===== src/rtl/mcsd_ram.sv =====
// Simple dual-port synchronous RAM, one write and one read port, registered read data.
// No dependencies.
module mcsd_ram #(
    parameter int WIDTH = 8,
    parameter int DEPTH = 64
) (
    input  logic                     i_clk,
    input  logic                     i_we,
    input  logic [$clog2(DEPTH)-1:0] i_waddr,
    input  logic [WIDTH-1:0]         i_wdata,
    input  logic                     i_re,
    input  logic [$clog2(DEPTH)-1:0] i_raddr,
    output logic [WIDTH-1:0]         o_rdata
);
    logic [WIDTH-1:0] mem [DEPTH];
    logic [WIDTH-1:0] r_rdata;

    always_ff @(posedge i_clk) begin
        if (i_we) begin
            mem[i_waddr] <= i_wdata;
        end
        if (i_re) begin
            r_rdata <= mem[i_raddr];
        end
    end

    assign o_rdata = r_rdata;
endmodule


===== config.mk =====
export PLATFORM = sky130hd
export DESIGN_NAME = mcsd_ram
export DESIGN_NICKNAME = d
export VERILOG_FILES = /design/src/rtl/mcsd_ram.sv
export SDC_FILE = /design/constraint.sdc
export NUM_CORES = 1
export LEC_CHECK = 0
export ABC_AREA = 0
export BUFFER_PORTS_ARGS = -buffer_cell sky130_fd_sc_hd__buf_2
export CAP_MARGIN = 0
export CORE_UTILIZATION = 35
export CTS_CLUSTER_SIZE = 12
export DETAILED_ROUTE_END_ITERATION = 8
export SLEW_MARGIN = 5
export SYNTH_ARGS = -nofsm -noshare
export SYNTH_HDL_FRONTEND = slang
export SYNTH_SLANG_ARGS = --single-unit

===== constraint.sdc =====
create_clock -name i_clk -period 3.2 [get_ports i_clk]
set_clock_uncertainty 0.2 [all_clocks]
set_input_delay 0.32 -clock i_clk [delete_from_list [all_inputs] [get_ports i_clk]]
set_output_delay 0.32 -clock i_clk [all_outputs]
set_load 0.05 [all_outputs]

==> flow_summary.toml, run 1 <==
[final_layout]
syn2layout_area_growth_pct = 15.5
finish.utilization = 0.411
insertedDiodeCount = 0
layout.nets = 1110
drive_gt1_frac = 0.304

[route]
firstDrtPassIters = 5
avgViaCountPerCell = 5.27
drc = 0
wl_met2_mm = 23.5
top_layer = "met4"
ant_nets = 0
routed_wl_mm = 47.7
met1_length_mm = 20.4
wl_met3_mm = 2.76
routedWlPerCell_um = 25.6
first_iter_violations = 891
vias = 9809

[place]
gp_congestion = 0.789
dp_hpwl_mm = 30.8
numPortBuffers = 30

[clock_tree]
cts_max_level = 2
cts_tree = "yes"
clk_path_buf_depth = 3
clock_sinks = 520
insertion_delay_ns = 0.61
cts-root-buf = "clkbuf_16"
cts.clk_slew.worst_paths_ns = 0.06
ctsResizeCount = 0
cts_buffers = 51

[global_route]
grt_start_max_net_pins = 65
grt_pass1_vias = 10300
grt_use_total = 0.165
antenna_found_initial = 1
overflow = 0
grt_pass1_wl_mm = 70.1

[timing]
rsz0062_at_grt = "false"
relSlewSlack = 0.403
final.period_utilization = 0.826
finalCriticalPeriod_ns = 2.64
setup-violations-final = 0
slew_violations = 0
final-hold-violation-count = 0
fmax_mhz = 378
worst_pin_slew_ns = 0.895

[synth]
synth_edf_count = 520
yosysMostFrequentCell = "edfxtp_1"
synth_seq_cells = 520
yosys.area.top_type_share = 0.771
yosysSeqAreaShare = 0.771
netlist_area_mm2 = 0.0202
ys_types = 39
yosysWarnings = 0
syn-num-nets = 963
yosys-top-cells-count = "520 x edfxtp_1, 126 x mux4_2, 83 x nor2_1"
asyncSetResetFlopFracSynth = 0
synth_area_leaders = "edfxtp_1 77%, mux4_2 14%, nor2_1 1.5%, mux2i_1 1.1%, mux2_2 0.72%"
ys.flop_type = "edfxtp_1"
avgSynthCellArea_um2 = 21.5
syn_inst = 940
yosys.area.top_type = "edfxtp_1"

[die]
start_util = 0.356
dieArea_mm2 = 0.0588
die_y_um = 243
fp-row-count = 87
core_area_mm2 = 0.0568
ios = 31
die_w_um = 243

[worst_hold_path]
hp-class = "in2reg"

[setup_path]
cp.required_ns = 3.33
start_kind = "flop"
r2r_slack_ns = 0.56
worstPathArrival_ns = 2.78
critPathKind = "reg2reg"
crit_fanout = 1
endpoint_kind = "flop"

[run]
cap_violations = 0

[outcome]
outcome = "completed"

[pwr]
power_density_mw_per_mm2 = 581
leakage_nw = 7.38
p_total_mw = 13.6
ir_drop_mv = 0.350
[state kept, by name, indices dropped and copies added (netlist names)]
register and count:
o_rdata 8, mem 512
[power by group]
part	internal, mW	switching, mW
clock	2.86	2.37
sequential	7.56	0.0209
combinational	0.294	0.477
[metrics by stage]
step                      hold WS (ns)  setup TNS [ns]  instances  setup slack [ns]  area (um^2)
final                           0.0364               0       1863             0.556        23400
after floorplan                  0.219               0        940             0.874        20200
after detailed placement         0.521               0       1786            0.0168        22000
after CTS                      0.00145               0       1863             0.499        23400
after global routing            0.0225               0       1863             0.541        23400
after global placement           0.516         -0.0539       1786           -0.0539        22000
[timing repair]
item | 4_1_cts | 5_1_grt
hold endpoints to repair | 51 | 0
buffers inserted | 0 | 0
hold buffers | 4 | 0
[cell usage in the layout, fill, tap and decap left out, drive strengths merged, types with 2 or more instances in the layout]
cell,netlist,layout
a2111oi,2,2
a211oi,4,4
a21oi,3,3
a221oi,6,6
a22oi,3,3
buf,34,140
clkbuf,17,61
clkinv,0,9
dlygate4sd3,0,4
edfxtp,520,520
inv,0,3
mux2,13,13
mux2i,23,23
mux4,126,126
nand2,19,19
nand2b,7,7
nand3,13,13
nand3b,3,3
nand4,2,2
nor2,83,83
nor2b,14,14
nor3,7,7
nor4,2,2
o2111ai,3,3
o21a,2,2
o21ai,4,4
o221a,2,2
o221ai,8,8
o22ai,8,8
o2bb2ai,3,3
o32ai,2,2
o41ai,2,2
[cell families (layout without fill, tap and decap cells)]
| logic type | after synthesis | after routing | synth area share |
|---|---|---|---|
| flip-flops | 520 | 520 | 0.771 |
| multiplexers | 162 | 162 | 0.159 |
| AND/OR/NAND/NOR | 153 | 153 | 0.0337 |
| AO/OA/AOI/OAI | 54 | 54 | 0.0206 |
| buffers and inverters | 51 | 218 | 0.0156 |
[final timing paths]
| kind | endpoint | cells after the start | start |
|---|---|---|---|
| worst min register to register | o_rdata[1] | 4 | mem[23][1] |
| worst max-delay path | o_rdata[6] | 5 | mem[20][6] |
| worst max register to register | o_rdata[6] | 5 | mem[20][6] |
| worst min-delay path | mem[21][1] | 1 | i_wdata[1] |
[metal layers]
| metal | global-route usage | vias to the layer above |
|---|---|---|
| li1 | - | 4220 |
| met1 | 0.226 | 5198 |
| met2 | 0.269 | 320 |
| met3 | 0.0287 | 71 |
| met4 | 0.0469 | 0 |
| met5 | 0 | - |
[area by class of cell]
type | instances | area (um^2)
clock buffer | 60 | 1310
clock inverter | 13 | 67.6
fill | 4972 | 33400
multi-input combinational | 369 | 4320
sequential | 520 | 15600
tap | 756 | 946
timing repair buffer | 145 | 1120
[worst max-delay path, stage by stage (launching register included)]
cell and delay, ns:
edfxtp_1 0.37, mux4_2 0.48, mux2_2 0.27, o221a_2 0.28, nor3_1 0.63, o32ai_1 0.17
No activity file was read; power rests on OpenSTA's default activity.
==> run 2: changes to the inputs <==
- ABC_AREA: 0 -> 1
- clock period: 3.2 -> 2.15 ns (I/O delays scaled with it)
==> run 2 against run 1 <==
Compared with the run above: die area is 5.7% higher; utilization is 0.22 points lower; clock power is 62% higher; combinational power is 89% higher; via count is 43% higher; hold slack better by 0.020 ns; sequential share of layout area is 3.6 points lower; register-to-register slack worse by 0.12 ns; synthesized cell count is 92% higher; final cell count is 47% higher; global-route usage is 1.3 points higher; largest power group unchanged.
==> flow_summary.toml, run 2 <==
[route]
vias = 14000
drc = 0
firstDrtPassIters = 6
avgViaCountPerCell = 5.12
first_iter_violations = 1489
routedWlPerCell_um = 20.1
routed_wl_mm = 54.9
ant_nets = 0

[synth]
yosys.area.top_type = "edfxtp_1"
synth-adder-area-share = 0
yosysWarnings = 0
synth_edf_count = 520
synth_area_leaders = "edfxtp_1 73%, nand2_1 11%, nand3_1 10%, buf_6 1.8%, nor2_1 0.98%"
syn_inst = 1805
synth_xor_area_frac = 0
ys_types = 15
yosysMostFrequentCell = "nand2_1"
yosys-top-cells-count = "648 x nand2_1, 520 x edfxtp_1, 439 x nand3_1"
ys.flop_type = "edfxtp_1"
yosysSeqAreaShare = 0.729
asyncSetResetFlopFracSynth = 0
synth_compound_area_frac = 0
synth_seq_cells = 520
syn-num-nets = 1828
netlist_area_mm2 = 0.0214
synth.area.mux_share = 0
synth_top_family_by_area = "simple AND/OR/NAND/NOR gates"
yosys.area.top_type_share = 0.729
avgSynthCellArea_um2 = 11.9
synthSimpleGateAreaFrac = 0.231

[place]
numPortBuffers = 30
placed_area_mm2 = 0.0230
place_ws_ns = 0.110
dp_hpwl_mm = 32.4
gp_congestion = 0.861

[run]
cap_violations = 0

[setup_path]
critPathKind = "in2reg"
worst_path_max_delay_cell = "dlygate4sd3_1"
endpoint_kind = "flop"
start_kind = "input port"
max_stage_delay_ns = 0.59
crit_fanout = 9
cp.required_ns = 2.26
cp_common_cell = "dlygate4sd3_1"
worstPathCellList = "dlygate4sd3_1 -> clkbuf_4 -> inv_1 -> nor4_1 -> dlygate4sd3_1 -> buf_4"
worstPathArrival_ns = 2.16

[die]
fp-row-count = 90
die_w_um = 249
start_util = 0.355
dieArea_mm2 = 0.0622
ios = 31
die_y_um = 249
core_area_mm2 = 0.0604

[final_layout]
syn2layout_area_growth_pct = 15.3
final_common_cell = "nand2_1"
finish.utilization = 0.409
layout.nets = 1935
drive_gt1_frac = 0.112
layout_common_cells = "648 x nand2_1, 520 x edfxtp_1, 439 x nand3_1"
final_area_mm2 = 0.0247
max_flop_register = "mem"
largest_reg_flops = 512

[timing]
fmax_mhz = 488
rsz0062_at_grt = "false"
finalCriticalPeriod_ns = 2.05
final-hold-violation-count = 0
relSlewSlack = 0.692
setup-violations-final = 0
worst_pin_slew_ns = 0.461
final.period_utilization = 0.954
slew_violations = 0
fin_ws_ns = 0.0994

[clock_tree]
cts_tree = "yes"
insertion_delay_ns = 0.61
cts.clk_slew.worst_paths_ns = 0.06
clk_path_buf_depth = 3
cts_max_level = 2
clock_sinks = 520
cts_setup_buffers = 0
cts_buffers = 54
cts-root-buf = "clkbuf_16"

[pwr]
ir_drop_mv = 0.520
seqPwrFrac = 0.532
power_density_mw_per_mm2 = 858
clkPwrFrac = 0.399
combPwrFrac = 0.069
leakage_nw = 8.95
p_total_mw = 21.2
internal-power_mw = 16.4
p_switching_mw = 4.81
swShare = 0.227

[outcome]
outcome = "completed"

[global_route]
antenna_found_initial = 3
overflow = 0
grt_start_max_net_pins = 65
grt_pass1_wl_mm = 83.8
grt_pass1_vias = 13700
grt_use_total = 0.177

[worst_hold_path]
hp-class = "in2reg"
## run 2: changes by cell type after synthesis, sizes merged, moves of 8 or more
cell,previous run,this run
o221ai,8,0
buf,34,98
nand3,13,439
nor2b,14,0
mux2i,23,0
mux2,13,0
inv,0,12
o22ai,8,0
nor2,83,56
nand2,19,648
mux4,126,0
## run 2: critical path: cells and delay by family
family | cells | cell delay, ns
simple gates | 1 | 0.29
buf+inv | 5 | 1.65
## run 2: metrics by stage
step / setup TNS, ns / hold WS, ns / cells
floorplan: -1.99 / 0.114 / 1805
global placement: 0 / 0.415 / 2624
detailed placement: 0 / 0.414 / 2624
CTS: 0 / 0.0247 / 2733
global route: 0 / 0.0794 / 2733
finish: 0 / 0.0560 / 2734
## run 2: cells by family (layout without fill, tap and decap cells)
group | Yosys count | in the layout
other | 0 | 1
DFF | 520 | 520
and+or+nand+nor | 1160 | 1160
buffers and inverters | 125 | 271
## run 2: final cells by class
type                            instances  area (um^2)
Sequential cell                       520        15600
Tap cell                              782          978
Fill cell                            5682        35700
Multi-Input combinational cell       1160         4950
Clock inverter                         23          145
Timing Repair Buffer                  164         1540
Inverter                               12         52.6
Clock buffer                           72         1420
Antenna cell                            1         2.50
## run 2: path summary, 6_finish.rpt
kind / from / endpoint / slack (ns) / depth (start not counted)
setup reg to reg: mem[55][2] / o_rdata[2] / 0.44 / 8
hold / removal: i_raddr[4] / o_rdata[2] / 0.06 / 4
setup / recovery: i_waddr[2] / mem[52][5] / 0.1 / 6
hold reg to reg: mem[16][2] / o_rdata[2] / 0.68 / 8
## run 2: routing by layer
layer  track usage  vias to the layer above  wire length (um)
met2         0.283                      489             25300
li1              -                     6566                 -
met5             0                        -                 0
met4        0.0557                        0              1390
met1         0.242                     6857             24200
met3        0.0360                       93              3980
## run 2: power groups by stage
stage	registers (mW)	logic, mW	clock network, mW
2_1_floorplan	11.5	0.789	0
3_3_place_gp	11.5	1.42	0
3_5_place_dp	11.5	1.44	0
4_1_cts	11.3	1.46	8.60
5_1_grt	11.3	1.59	8.98
6_report	11.3	1.46	8.46
## run 2: repair_timing
| action | in CTS | in global routing |
|---|---|---|
| hold buffers | 14 | 0 |
| gates resized for setup | 0 | 1 |
| endpoints found under the hold margin | 583 | 0 |
| setup endpoints to repair | 0 | 8 |
